$ cat config.mk
export PLATFORM = sky130hd
export DESIGN_NAME = polygon_area_convexity_containment_core
export DESIGN_NICKNAME = d
export VERILOG_FILES = /design/src/pacc_pkg.sv /design/src/pacc_cell.sv /design/src/pacc_eval.sv /design/src/polygon_area_convexity_containment_core.sv
export SDC_FILE = /design/constraint.sdc
export NUM_CORES = 2
export LEC_CHECK = 0
export BUFFER_PORTS_ARGS = -buffer_cell sky130_fd_sc_hd__buf_2
export CAP_MARGIN = 30
export CORE_ASPECT_RATIO = 0.7
export CORE_MARGIN = 2
export CORE_UTILIZATION = 25
export CTS_BUF_LIST = sky130_fd_sc_hd__clkbuf_2 sky130_fd_sc_hd__clkbuf_4 sky130_fd_sc_hd__clkbuf_8
export DETAILED_ROUTE_END_ITERATION = 8
export HOLD_SLACK_MARGIN = 0.06
export SLEW_MARGIN = 10
export SYNTH_ARGS = -nofsm -noshare
export SYNTH_HDL_FRONTEND = slang
export SYNTH_SLANG_ARGS = --single-unit
$ cat constraint.sdc
create_clock -name clk -period 20.4 [get_ports clk]
set_input_delay 4.08 -clock clk [delete_from_list [all_inputs] [get_ports clk]]
set_output_delay 4.08 -clock clk [all_outputs]
set_load 0.01 [all_outputs]
$ cat src/pacc_pkg.sv
package pacc_pkg;

  // Fixed port widths
  localparam int CoordPortW = 16;
  localparam int FuncW      = 3;
  localparam int KindW      = 2;
  localparam int AreaW      = 39;
  localparam int CountW     = 7;

  // Default sizing
  localparam int MaxVerticesDef = 64;
  localparam int CoordBitsDef   = 16;

  // Twice-area ceiling
  localparam logic [AreaW-1:0] AREA_LIMIT = AreaW'(64'd274877906944);

  // Request codes
  localparam logic [FuncW-1:0] FN_APPEND = 3'd0;
  localparam logic [FuncW-1:0] FN_CLEAR  = 3'd1;
  localparam logic [FuncW-1:0] FN_AREA   = 3'd2;
  localparam logic [FuncW-1:0] FN_CONVEX = 3'd3;
  localparam logic [FuncW-1:0] FN_INSIDE = 3'd4;

  // Result kinds
  localparam logic [KindW-1:0] KIND_AREA   = 2'd0;
  localparam logic [KindW-1:0] KIND_CONVEX = 2'd1;
  localparam logic [KindW-1:0] KIND_INSIDE = 2'd2;

  typedef enum logic [2:0] {
    ST_IDLE,
    ST_RUN,
    ST_FLUSH1,
    ST_FLUSH2,
    ST_FIN
  } state_t;

  // Per-cycle control from the sequencer to the evaluator
  typedef struct packed {
    logic             start;
    logic             step_vld;
    logic [KindW-1:0] kind;
  } step_ctl_t;

endpackage

$ cat src/pacc_cell.sv
module pacc_cell import pacc_pkg::*; #(
  parameter int COORD_BITS = CoordBitsDef,
  parameter int IDX_W      = 6,
  parameter int IDX        = 0
) (
  input  logic                         clk,
  input  logic                         wr_en,
  input  logic [IDX_W-1:0]             wr_idx,
  input  logic signed [COORD_BITS-1:0] wr_x,
  input  logic signed [COORD_BITS-1:0] wr_y,
  input  logic                         shift_en,
  input  logic signed [COORD_BITS-1:0] nb_x,
  input  logic signed [COORD_BITS-1:0] nb_y,
  output logic signed [COORD_BITS-1:0] x,
  output logic signed [COORD_BITS-1:0] y
);

  logic signed [COORD_BITS-1:0] x_r, y_r;

  // Rotate toward the head during a walk, load on append at own slot
  always_ff @(posedge clk) begin
    if (shift_en) begin
      x_r <= nb_x;
      y_r <= nb_y;
    end else if (wr_en && (wr_idx == IDX_W'(IDX))) begin
      x_r <= wr_x;
      y_r <= wr_y;
    end
  end

  assign x = x_r;
  assign y = y_r;

endmodule

$ cat src/pacc_eval.sv
module pacc_eval import pacc_pkg::*; #(
  parameter int COORD_BITS = CoordBitsDef,
  parameter int ACC_W      = 42
) (
  input  logic                         clk,
  input  logic                         rst_n,
  input  step_ctl_t                    ctl,
  input  logic signed [COORD_BITS-1:0] ax,
  input  logic signed [COORD_BITS-1:0] ay,
  input  logic signed [COORD_BITS-1:0] bx,
  input  logic signed [COORD_BITS-1:0] by,
  input  logic signed [COORD_BITS-1:0] cx,
  input  logic signed [COORD_BITS-1:0] cy,
  input  logic signed [COORD_BITS-1:0] px,
  input  logic signed [COORD_BITS-1:0] py,
  output logic signed [ACC_W-1:0]      acc,
  output logic                         turn_pos,
  output logic                         turn_neg,
  output logic                         parity
);

  localparam int DW = COORD_BITS + 1;
  localparam int PW = 2 * DW;

  logic signed [DW-1:0] m1a, m1b, m2a, m2b;
  logic signed [PW-1:0] p1_r, p2_r;
  logic                 vld_r, straddle_r, dpos_r;
  logic [KindW-1:0]     kind_r;
  logic signed [PW:0]   t;
  logic signed [ACC_W-1:0] acc_r, acc_nxt;
  logic                 pos_r, neg_r, par_r, crossing;

  // Operand select per query kind
  always_comb begin
    case (ctl.kind)
      KIND_AREA: begin
        m1a = DW'(ax);  m1b = DW'(by);
        m2a = DW'(bx);  m2b = DW'(ay);
      end
      KIND_CONVEX: begin
        m1a = DW'(bx) - DW'(ax);  m1b = DW'(cy) - DW'(ay);
        m2a = DW'(by) - DW'(ay);  m2b = DW'(cx) - DW'(ax);
      end
      default: begin
        m1a = DW'(px) - DW'(ax);  m1b = DW'(by) - DW'(ay);
        m2a = DW'(bx) - DW'(ax);  m2b = DW'(py) - DW'(ay);
      end
    endcase
  end

  // Stage 1: products
  always_ff @(posedge clk) begin
    p1_r       <= m1a * m1b;
    p2_r       <= m2a * m2b;
    straddle_r <= (ay > py) != (by > py);
    dpos_r     <= by > ay;
    kind_r     <= ctl.kind;
  end

  always_ff @(posedge clk) begin
    if (!rst_n) begin
      vld_r <= 1'b0;
    end else begin
      vld_r <= ctl.step_vld;
    end
  end

  // Stage 2: combine
  assign t        = (PW + 1)'(p1_r) - (PW + 1)'(p2_r);
  assign crossing = straddle_r && (dpos_r ? (p1_r < p2_r) : (p1_r > p2_r));
  assign acc_nxt  = acc_r + ACC_W'(t);

  always_ff @(posedge clk) begin
    if (!rst_n || ctl.start) begin
      acc_r <= '0;
      pos_r <= 1'b0;
      neg_r <= 1'b0;
      par_r <= 1'b0;
    end else if (vld_r) begin
      if (kind_r == KIND_AREA) acc_r <= acc_nxt;
      if (t > 0) pos_r <= 1'b1;
      if (t < 0) neg_r <= 1'b1;
      if (kind_r == KIND_INSIDE && crossing) par_r <= ~par_r;
    end
  end

  assign acc      = acc_r;
  assign turn_pos = pos_r;
  assign turn_neg = neg_r;
  assign parity   = par_r;

endmodule

$ cat src/polygon_area_convexity_containment_core.sv
// Polygon vertex table with area, convexity and containment queries.
// Append and clear update the table as they are accepted; a query walks one
// full rotation of the vertex cell chain, then drains a two-stage evaluator.
// Items are handled one at a time; the next waits until the result is loaded.
// Reset (rst_n low, synchronous) empties the table and clears the lost flag;
// vertex storage itself is not cleared.
module polygon_area_convexity_containment_core import pacc_pkg::*; #(
  parameter int MAX_VERTICES = MaxVerticesDef,
  parameter int COORD_BITS   = CoordBitsDef
) (
  input  logic                  clk,
  input  logic                  rst_n,
  input  logic                  in_valid,
  output logic                  in_ready,
  input  logic [FuncW-1:0]      in_func,
  input  logic [CoordPortW-1:0] in_coord_x,
  input  logic [CoordPortW-1:0] in_coord_y,
  output logic                  out_valid,
  input  logic                  out_ready,
  output logic [KindW-1:0]      out_query_kind,
  output logic [AreaW-1:0]      out_double_area,
  output logic                  out_is_convex,
  output logic                  out_is_inside,
  output logic [CountW-1:0]     out_count_held,
  output logic                  out_lost_vertex
);

  localparam int IW    = $clog2(MAX_VERTICES);
  localparam int CW    = $clog2(MAX_VERTICES + 1);
  localparam int ACC_W = 2 * (COORD_BITS + 1) + 1 + IW + 1;
  localparam int CMP_W = (ACC_W > AreaW) ? ACC_W : AreaW;

  state_t state_r, state_nxt;
  logic [CW-1:0]    count_r;
  logic             lost_r;
  logic [IW-1:0]    step_r;
  logic [KindW-1:0] kind_r;
  logic signed [COORD_BITS-1:0] px_r, py_r, v0x_r, v0y_r, v1x_r, v1y_r;
  logic             accept, step_last, shift_en, wr_en, load_out;
  logic [CW:0]      s0, s1, s2, n_ext;
  logic signed [COORD_BITS-1:0] cx_arr [MAX_VERTICES];
  logic signed [COORD_BITS-1:0] cy_arr [MAX_VERTICES];
  logic signed [COORD_BITS-1:0] bx, by, cx, cy;
  step_ctl_t        ctl;
  logic signed [ACC_W-1:0] acc;
  logic             turn_pos, turn_neg, parity;
  logic [CMP_W-1:0] area_abs;
  logic             out_valid_r;
  logic [KindW-1:0] o_kind_r;
  logic [AreaW-1:0] o_area_r;
  logic             o_convex_r, o_inside_r, o_lost_r;
  logic [CountW-1:0] o_count_r;

  assign accept    = in_valid && in_ready;
  assign wr_en     = accept && (in_func == FN_APPEND) && (count_r < CW'(MAX_VERTICES));
  assign step_last = step_r == IW'(MAX_VERTICES - 1);
  assign shift_en  = state_r == ST_RUN;

  // Vertex cell chain, rotating toward cell 0
  for (genvar k = 0; k < MAX_VERTICES; k++) begin : g_cell
    localparam int NB = (k + 1) % MAX_VERTICES;
    pacc_cell #(.COORD_BITS(COORD_BITS), .IDX_W(IW), .IDX(k)) u_cell (
      .clk      (clk),
      .wr_en    (wr_en),
      .wr_idx   (count_r[IW-1:0]),
      .wr_x     (in_coord_x[COORD_BITS-1:0]),
      .wr_y     (in_coord_y[COORD_BITS-1:0]),
      .shift_en (shift_en),
      .nb_x     (cx_arr[NB]),
      .nb_y     (cy_arr[NB]),
      .x        (cx_arr[k]),
      .y        (cy_arr[k])
    );
  end

  // Next state
  always_comb begin
    state_nxt = state_r;
    case (state_r)
      ST_IDLE: begin
        if (accept && (in_func == FN_AREA || in_func == FN_CONVEX ||
                       in_func == FN_INSIDE)) state_nxt = ST_RUN;
      end
      ST_RUN:    if (step_last) state_nxt = ST_FLUSH1;
      ST_FLUSH1: state_nxt = ST_FLUSH2;
      ST_FLUSH2: state_nxt = ST_FIN;
      ST_FIN:    if (!out_valid_r) state_nxt = ST_IDLE;
      default:   state_nxt = ST_IDLE;
    endcase
  end

  // State outputs
  always_comb begin
    in_ready = 1'b0;
    load_out = 1'b0;
    case (state_r)
      ST_IDLE: in_ready = 1'b1;
      ST_FIN:  load_out = !out_valid_r;
      default: ;
    endcase
  end

  always_ff @(posedge clk) begin
    if (!rst_n) begin
      state_r <= ST_IDLE;
      count_r <= '0;
      lost_r  <= 1'b0;
      step_r  <= '0;
    end else begin
      state_r <= state_nxt;
      if (accept && in_func == FN_APPEND) begin
        if (wr_en) count_r <= count_r + CW'(1);
        else       lost_r  <= 1'b1;
      end
      if (accept && in_func == FN_CLEAR) count_r <= '0;
      if (shift_en) step_r <= step_last ? '0 : step_r + IW'(1);
    end
  end

  // Query point, kind and wrap vertices
  always_ff @(posedge clk) begin
    if (accept) begin
      px_r <= in_coord_x[COORD_BITS-1:0];
      py_r <= in_coord_y[COORD_BITS-1:0];
      case (in_func)
        FN_AREA:   kind_r <= KIND_AREA;
        FN_CONVEX: kind_r <= KIND_CONVEX;
        default:   kind_r <= KIND_INSIDE;
      endcase
    end
    if (shift_en && step_r == '0) begin
      v0x_r <= cx_arr[0];
      v0y_r <= cy_arr[0];
      v1x_r <= cx_arr[1 % MAX_VERTICES];
      v1y_r <= cy_arr[1 % MAX_VERTICES];
    end
  end

  // Neighbor selection with wrap at the fill count
  assign s0    = (CW + 1)'(step_r);
  assign s1    = s0 + (CW + 1)'(1);
  assign s2    = s0 + (CW + 1)'(2);
  assign n_ext = (CW + 1)'(count_r);

  always_comb begin
    bx = cx_arr[1 % MAX_VERTICES];
    by = cy_arr[1 % MAX_VERTICES];
    cx = cx_arr[2 % MAX_VERTICES];
    cy = cy_arr[2 % MAX_VERTICES];
    if (s1 == n_ext) begin
      bx = (step_r == '0) ? cx_arr[0] : v0x_r;
      by = (step_r == '0) ? cy_arr[0] : v0y_r;
      cx = v1x_r;
      cy = v1y_r;
    end else if (s2 == n_ext) begin
      cx = (step_r == '0) ? cx_arr[0] : v0x_r;
      cy = (step_r == '0) ? cy_arr[0] : v0y_r;
    end
  end

  assign ctl.start    = accept;
  assign ctl.step_vld = shift_en && (s0 < n_ext);
  assign ctl.kind     = kind_r;

  pacc_eval #(.COORD_BITS(COORD_BITS), .ACC_W(ACC_W)) u_eval (
    .clk      (clk),
    .rst_n    (rst_n),
    .ctl      (ctl),
    .ax       (cx_arr[0]),
    .ay       (cy_arr[0]),
    .bx       (bx),
    .by       (by),
    .cx       (cx),
    .cy       (cy),
    .px       (px_r),
    .py       (py_r),
    .acc      (acc),
    .turn_pos (turn_pos),
    .turn_neg (turn_neg),
    .parity   (parity)
  );

  assign area_abs = acc[ACC_W-1] ? CMP_W'(-acc) : CMP_W'(acc);

  // Result register; released on transfer
  always_ff @(posedge clk) begin
    if (!rst_n) begin
      out_valid_r <= 1'b0;
    end else if (load_out) begin
      out_valid_r <= 1'b1;
    end else if (out_ready) begin
      out_valid_r <= 1'b0;
    end
  end

  always_ff @(posedge clk) begin
    if (load_out) begin
      o_kind_r   <= kind_r;
      o_area_r   <= '0;
      o_convex_r <= 1'b0;
      o_inside_r <= 1'b0;
      case (kind_r)
        KIND_AREA:   o_area_r <= (area_abs > CMP_W'(AREA_LIMIT)) ? AREA_LIMIT
                                                                  : AreaW'(area_abs);
        KIND_CONVEX: o_convex_r <= (count_r >= CW'(3)) && !(turn_pos && turn_neg);
        default:     o_inside_r <= parity;
      endcase
      o_count_r <= CountW'(count_r);
      o_lost_r  <= lost_r;
    end
  end

  assign out_valid       = out_valid_r;
  assign out_query_kind  = o_kind_r;
  assign out_double_area = o_area_r;
  assign out_is_convex   = o_convex_r;
  assign out_is_inside   = o_inside_r;
  assign out_count_held  = o_count_r;
  assign out_lost_vertex = o_lost_r;

  // Checks
  a_count_bound: assert property (@(posedge clk) disable iff (!rst_n)
    count_r <= CW'(MAX_VERTICES)) else $error("vertex count beyond table");

  a_walk_done: assert property (@(posedge clk) disable iff (!rst_n)
    (state_r == ST_RUN && step_last) |=> state_r == ST_FLUSH1)
    else $error("walk did not end after full rotation");

  a_step_home: assert property (@(posedge clk) disable iff (!rst_n)
    state_r == ST_IDLE |-> step_r == '0) else $error("chain not back home");

  a_load_free: assert property (@(posedge clk) disable iff (!rst_n)
    load_out |-> !out_valid_r) else $error("result overwritten");

endmodule
### Word level (Yosys, flattened, before mapping)

Index checks and enable logic that the tools add are counted.

| operators by class | value |
|---|---|
| mux-type cells | 281 |
| divide/modulo/power cells | 0 |
| shift-type cells | 0 |
| $mul | 2 |
| magnitude comparators | 11 |
| add/sub/neg operators | 13 |
| bitwise gates (word level) | 4 |
| eq/ne operators | 80 |
| reductions and logical operators | 162 |

Operators by type and width:

| operator | count |
|---|---|
| two-way mux 16 bit | 264 |
| equality test 6 bit, second input constant | 33 |
| case mux 17 bit (2 select lines) | 4 |
| nonzero test 2 bit | 65 |
| subtractor 16 x 16 -> 17 bit | 6 |
| equality test 6 x 5 -> 1 bit, second input constant | 16 |
| logical AND 1 bit | 75 |
| multiplier 17 x 17 -> 34 bit | 2 |
| equality test 6 x 4 -> 1 bit, second input constant | 8 |
| > comparator 16 bit | 3 |
| adder 42 x 35 -> 42 bit | 1 |
| > comparator 42 x 39 -> 1 bit, second input constant | 1 |
| two-way mux 42 bit | 1 |
| negator 42 bit | 1 |
| two-way mux 39 bit | 1 |
| > comparator 35 x 1 -> 1 bit, second input constant | 1 |
| less-than comparator 35 x 1 -> 1 bit, second input constant | 1 |
| subtractor 34 x 34 -> 35 bit | 1 |
| > comparator 34 bit | 1 |
| less-than comparator 34 bit | 1 |
| equality test 6 x 3 -> 1 bit, second input constant | 4 |
| case mux 3 bit (5 select lines) | 1 |
| equality test 7 bit | 2 |
| equality test 3 x 2 -> 1 bit, second input constant | 4 |
| other kinds (28) | 56 |

| word-level totals | value |
|---|---|
| RAM bits | 0 |
| output and inout port bits | 53 |
| register bits after elaboration | 2333 |
| logic and storage cells | 710 |
| bits in latches | 0 |
| memory bits (read-only) | 0 |
| memories kept | 0 |
| bits of input ports | 39 |

### Logic depth before layout (Yosys ltp)

| logic depth | value |
|---|---|
| depth in word-level cells | 8 |
| mapped depth | 49 |
| mapped depth without buffers | 46 |

### Modules after synthesis

A second synthesis with hierarchy kept.

| second synthesis, totals | value |
|---|---|
| cell total of the unflattened synthesis | 9674 |
| area, all modules | 141508.2 µm² |

Modules (own cells, without submodules):

| module | cells an instance | area each (µm²) | instances | sequential area each (µm²) |
|---|---|---|---|---|
| pacc_eval | 4209 | 34818.4 | 1 | 2362.3 |
| pacc_cell at g_cell[11].u_cell ... | 71 | 1525.2 | 16 | 960.9 |
| pacc_cell at g_cell[0].u_cell ... | 71 | 1522.7 | 11 | 960.9 |
| pacc_cell at g_cell[23].u_cell ... | 72 | 1525.2 | 9 | 960.9 |
| pacc_cell at g_cell[12].u_cell ... | 71 | 1524.0 | 8 | 960.9 |
| polygon_area_convexity_containment_core | 907 | 9160.0 | 1 | 4834.6 |
| pacc_cell at g_cell[16].u_cell ... | 71 | 1520.2 | 5 | 960.9 |
| pacc_cell at g_cell[10].u_cell ... | 71 | 1526.5 | 4 | 960.9 |
| pacc_cell at g_cell[53].u_cell ... | 72 | 1524.0 | 4 | 960.9 |
| pacc_cell at g_cell[55].u_cell ... | 72 | 1522.7 | 4 | 960.9 |
| pacc_cell at g_cell[15].u_cell ... | 70 | 1521.5 | 3 | 960.9 |

### Worst setup path before layout

OpenSTA, ideal clock, no wires.

| timing | value |
|---|---|
| path type | register to register |
| from | register step_r[0] |
| to | register u_eval.p2_r[32] |
| data arrival time | 10.268 ns |
| path buffers | 4 |
| clock period less this slack | 10.341 ns |
| cell stages (with the launch flop) | 47 |
| required time | 20.328 ns |
| slack | 10.059 ns |
| setup time | 0.072 ns |
| path through | dfxtp_1 -> ha_1 -> or3b_2 -> o211ai_1 -> o21ai_0 -> o22ai_1 -> and3_1 -> buf_2 -> buf_1 -> buf_1 -> a211oi_1 -> a21oi_1 -> ha_1 -> inv_1 -> fa_1 -> a21o_1 -> a21oi_1 -> o21ai_0 -> [... 11 more ...] -> inv_1 -> fa_1 -> inv_1 -> fa_1 -> fa_1 -> inv_1 -> fa_1 -> inv_1 -> ha_1 -> o21a_1 -> o21ai_0 -> a31oi_1 -> o211ai_1 -> a21oi_1 -> a2111oi_0 -> o21ai_0 -> a21oi_1 -> xnor2_1 |

| between the ends | value |
|---|---|
| cells in the longest elaborated chain, start to end | 7 |
| elaborated cells on any way between the ends | 17 |
| those cells by class | 5 x add/sub; 1 x mul; 2 x eq/ne; 8 x mux; 1 x reduce/logical |

Ends and longest elaborated chain:

| element | RTL line | source |
|---|---|---|
| start, declared | polygon_area_convexity_containment_core.sv:36 | `logic [IW-1:0] step_r;` |
| start signal, assigned | polygon_area_convexity_containment_core.sv:116 | `if (shift_en) step_r <= step_last ? '0 : step_r + IW'(1);` |
| adder 6 x 2 -> 7 bit or logical NOT 6 bit (tied branches) | n/a |  |
| equality test 7 bit or two-way mux 16 bit (tied branches) | polygon_area_convexity_containment_core.sv:155, polygon_area_convexity_containment_core.sv:151, polygon_area_convexity_containment_core.sv:156 |  |
| two-way mux 16 bit | polygon_area_convexity_containment_core.sv:155 | `end else if (s2 == n_ext) begin` |
| two-way mux 16 bit | polygon_area_convexity_containment_core.sv:150 | `if (s1 == n_ext) begin` |
| subtractor 16 x 16 -> 17 bit | pacc_eval.sv:42 | `m2a = DW'(by) - DW'(ay); m2b = DW'(cx) - DW'(ax);` |
| case mux 17 bit (2 select lines) | pacc_eval.sv:35 | `case (ctl.kind)` |
| multiplier 17 x 17 -> 34 bit (*) | pacc_eval.sv:54 | `p2_r <= m2a * m2b;` |
| end signal, assigned | pacc_eval.sv:54 |  |
| end, declared | pacc_eval.sv:26 | `logic signed [PW-1:0] p1_r, p2_r;` |

Every way passes the cells marked *; elsewhere a longest branch is shown, timed or not.
A chain may end at the register's enable or synchronous reset.

### Worst setup path after layout

| timing | value |
|---|---|
| from | register step_r[0] |
| to | register u_eval.p1_r[31] |

| between the ends | value |
|---|---|
| cells in the longest elaborated chain, start to end | 7 |
| elaborated cells on any way between the ends | 17 |
| those cells by class | 5 x add/sub; 1 x mul; 2 x eq/ne; 8 x mux; 1 x reduce/logical |

Ends and longest elaborated chain:

| element | RTL line | source |
|---|---|---|
| adder 6 x 2 -> 7 bit or logical NOT 6 bit (tied branches) | n/a |  |
| equality test 7 bit or two-way mux 16 bit (tied branches) | polygon_area_convexity_containment_core.sv:155, polygon_area_convexity_containment_core.sv:152, polygon_area_convexity_containment_core.sv:157 |  |
| two-way mux 16 bit | polygon_area_convexity_containment_core.sv:155 |  |
| two-way mux 16 bit | polygon_area_convexity_containment_core.sv:150 |  |
| subtractor 16 x 16 -> 17 bit | pacc_eval.sv:41 | `m1a = DW'(bx) - DW'(ax); m1b = DW'(cy) - DW'(ay);` |
| case mux 17 bit (2 select lines) | pacc_eval.sv:35 |  |
| multiplier 17 x 17 -> 34 bit (*) | pacc_eval.sv:53 | `p1_r <= m1a * m1b;` |
| end signal, assigned | pacc_eval.sv:53 |  |
| end, declared | pacc_eval.sv:26 |  |

Marks and branches as above.

==> flow_summary_export.csv <==
group,metric,value,unit
sta,worst_slew_pin_slew,1136,ps
min_path,min_path_type,"flip-flop to flip-flop",
floorplan,rows,214,
clock_network,cts_tree,"yes",
floorplan,start_util,0.2512,
clock_network,clk_latency,1110,ps
sta,clock_skew,123.8,ps
synth,synth.distinct_cells,90,
clock_network,clockBufferDepth,4,
routing,ant_nets,0,
floorplan,dieWidth,838.7,µm
synth,synth-seq-cells,2333,
floorplan,core_area,485400,µm²
clock_network,cts_root_buffer,"clkbuf_8",
synth,syn_avg_cell_area,12.79,µm²
synth,synth_seq_area_share,0.5634,
floorplan,io-pin-count,92,
sta,fin_crit_sh,0.5875,
synth,synthCells,9531,
finish,finalNonFillerCells,16313,
routing,drcViolationCount,0,
synth,syn-num-nets,10544,
setup_path,crit_slowest_cell,"o22a_1",
setup_path,reg2reg_depth,41,
place,place_area,130300,µm²
finish,drive_gt1_frac,0.1026,
clock_network,cts_setup_buffers,0,
setup_path,critical_path_class,"flip-flop to flip-flop",
place,gp_congestion,0.8982,
sta,slew_viol_final,0,
global_routing,grt_pass1_wl,493.8,mm
clock_network,htreeDepth,5,
sta,rsz0062_at_grt,"false",
global_routing,grt_pass1_vias,75394,
setup_path,worstSetupStartpoint,"step_r[0]",
finish,regArea,68700,µm²
clock_network,cts_sinks,2333,
place,dp_cells,15647,
global_routing,grt_use_total,0.1287,
global_routing,antenna_found_initial,32,
clock_network,path_clk_slew,60,ps
setup_path,endpoint_kind,"flip-flop",
status,outcome,"complete, no violations",
routing,wl,328.0,mm
routing,num_vias,75596,
global_routing,grt_overflow_total,0,
sta,timing.hold.ws,409.2,ps
finish,nNetsFinal,10547,
setup_path,worstReg2RegEnd,"u_eval.p1_r[31]",
finish,syn_to_final_growth,12.76,%
finish,nFillCells,49436,
synth,synth_edf_count,2197,
clock_network,post_cts_resized,0,
synth,syn_area,121900,µm²
setup_path,arrival,12910,ps
setup_path,rr_startpoint,"step_r[0]",
sta,max_freq,83.43,MHz
finish,finalInstanceArea,137500,µm²
min_path,hold_depth,1,
routing,via_per_inst,4.634,
routing,avgRoutedWirePerCell,20.11,µm
sta,slew_headroom,0.2429,
clock_network,cts_hold_buf,0,
setup_path,cp-start-kind,"flip-flop",
setup_path,setup.worst_path.end,"u_eval.p1_r[31]",
setup_path,cp_max_fo,81,
synth,yosysWarnings,0,
global_routing,grt_max_degree,233,
routing,drt_iter0_drc,7798,
finish,multi_input_comb_area,48660,µm²
floorplan,die_y,588.3,µm
synth,async_flop_share,0,
place,hpwl,219.3,mm
setup_path,cp_common_cell,"fa_1",
sta,fin_setup_tns,0,ps
routing,firstDrtPassIters,6,
sta,post-route-min-period,11990,ps
setup_path,r2r_slack,8410,ps
place,port_buffers,91,
setup_path,max_stage_delay,740,ps
sta,finalSetupViolCount,0,
sta,timing.final.hold_violations,0,
clock_network,cts_inserted_buffers,357,
setup_path,required,21320,ps
synth,synth_ff_type,"edfxtp_1",
job,maxCapViolCount,0,
floorplan,die_area,493400,µm²
cells in the final DEF, fill, tap and decap left out, types with 22 or more instances in the layout:
cell type  netlist  final
inv_1          759    758
o21a_1          40     40
fa_1           602    602
nand2b_1        54     53
nor3_1          64     60
clkbuf_4         0    117
dfxtp_1        136    136
edfxtp_1      2197   2197
nand3_1         67     66
mux2_2          28     28
nand4_1         22     22
o21bai_1        22     22
o21ai_0        223    156
a31oi_1         32     32
mux2i_1         77     77
clkinv_1         0     89
xor2_1          89     89
buf_4            1    161
a211oi_1        34     34
a21oi_1        238    236
or3_1           30     29
o21ai_4          0     33
o21ai_2          0     36
and2_4           0     32
xnor2_1        181    181
a21o_1        2159   2159
buf_2            7     92
nor2b_1         59     58
nand2_1        608    608
ha_1           372    372
clkbuf_8         0    365
nor2_1         435    434
and2_1         102     68
clkinv_2         0     33
state kept, by name, summed over array words and instances (netlist names), 2 cells and up:
register	cells
u_eval.acc	42
v1y_r	16
v0x_r	16
v0y_r	16
u_eval.p2_r	34
kind_r	2
out_count_held	7
count_r	7
py_r	16
g_cell.u_cell.y	1024
step_r	6
out_double_area	39
u_eval.p1_r	34
v1x_r	16
state_r	3
px_r	16
g_cell.u_cell.x	1024
out_query_kind	2
u_eval.kind_r	2
cell families (layout without fill, tap and decap cells):
logic type                 after synthesis  in the layout  synth area share
AOI/OAI and AO/OA                     2912           2912            0.1704
DFF                                   2333           2333            0.5634
and+or+nand+nor                       1544           1544           0.05757
buffers and inverters                 1391           1673           0.04305
adders and majority gates              974            974            0.1370
xor gates and xnor gates               270            270           0.01940
muxes                                  107            107          0.009092
other                                    0             20                 0
worst min path at each step:
stage / end / start
after floorplan: u_eval.kind_r[1] / kind_r[1]
after global placement: v1x_r[13] / g_cell[1].u_cell.x[13]
after detailed placement: v1x_r[13] / g_cell[1].u_cell.x[13]
after CTS: g_cell[55].u_cell.y[13] / g_cell[56].u_cell.y[13]
after global routing: g_cell[48].u_cell.y[8] / g_cell[49].u_cell.y[8]
final: g_cell[48].u_cell.y[8] / g_cell[49].u_cell.y[8]
area by class of cell:
type / instances / area share
clock inverter: 157 / 0.007936
sequential: 2333 / 0.4997
antenna: 20 / 0.0003640
multi-input combinational: 5807 / 0.3539
timing repair buffer: 275 / 0.01547
inverter: 760 / 0.02075
clock buffer: 481 / 0.04288
tap: 6480 / 0.05898
per-layer routing:
layer	part of all wire	vias to the layer above	wire [µm]	GRT usage
met5	0	-	0	0
met1	0.48	38785	158100	0.1944
li1	-	33882	-	-
met4	0.021	0	6834	0.02793
met2	0.42	2495	138400	0.1892
met3	0.075	434	24680	0.02630
synth_stat cells (54+ instances only):
cell type	number	area share
edfxtp_1	2197	0.54
a21o_1	2159	0.13
inv_1	759	0.023
nand2_1	608	0.019
fa_1	602	0.099
clkbuf_1	510	0.016
nor2_1	435	0.013
ha_1	372	0.038
a21oi_1	238	0.0098
o21ai_0	223	0.0092
xnor2_1	181	0.013
dfxtp_1	136	0.022
buf_1	111	0.0034
and2_1	102	0.0052
xor2_1	89	0.0064
mux2i_1	77	0.0063
nand3_1	67	0.0028
nor3_1	64	0.0026
nor2b_1	59	0.0030
nand2b_1	54	0.0028
critical path, delay by kind of cell, from the launching register on:
family	cells	cell delay, ps
AO/OA/AOI/OAI	15	3910
adder cells (fa/ha/maj)	9	3850
AND/OR/NAND/NOR	10	2150
buffers and inverters	4	920
XOR/XNOR	3	570
flip-flops	1	430
through the flow:
step                worst slack [ps]  utilization
floorplan                      10060            -
global placement                8607       0.2679
detailed placement              8547       0.2684
CTS                             8505       0.2828
global route                    7571       0.2831
finish                          8415       0.2832
Power is left out: the tool's default activity adds up to more than one toggle a clock period on the data nets, which glitch-free logic cannot reach.
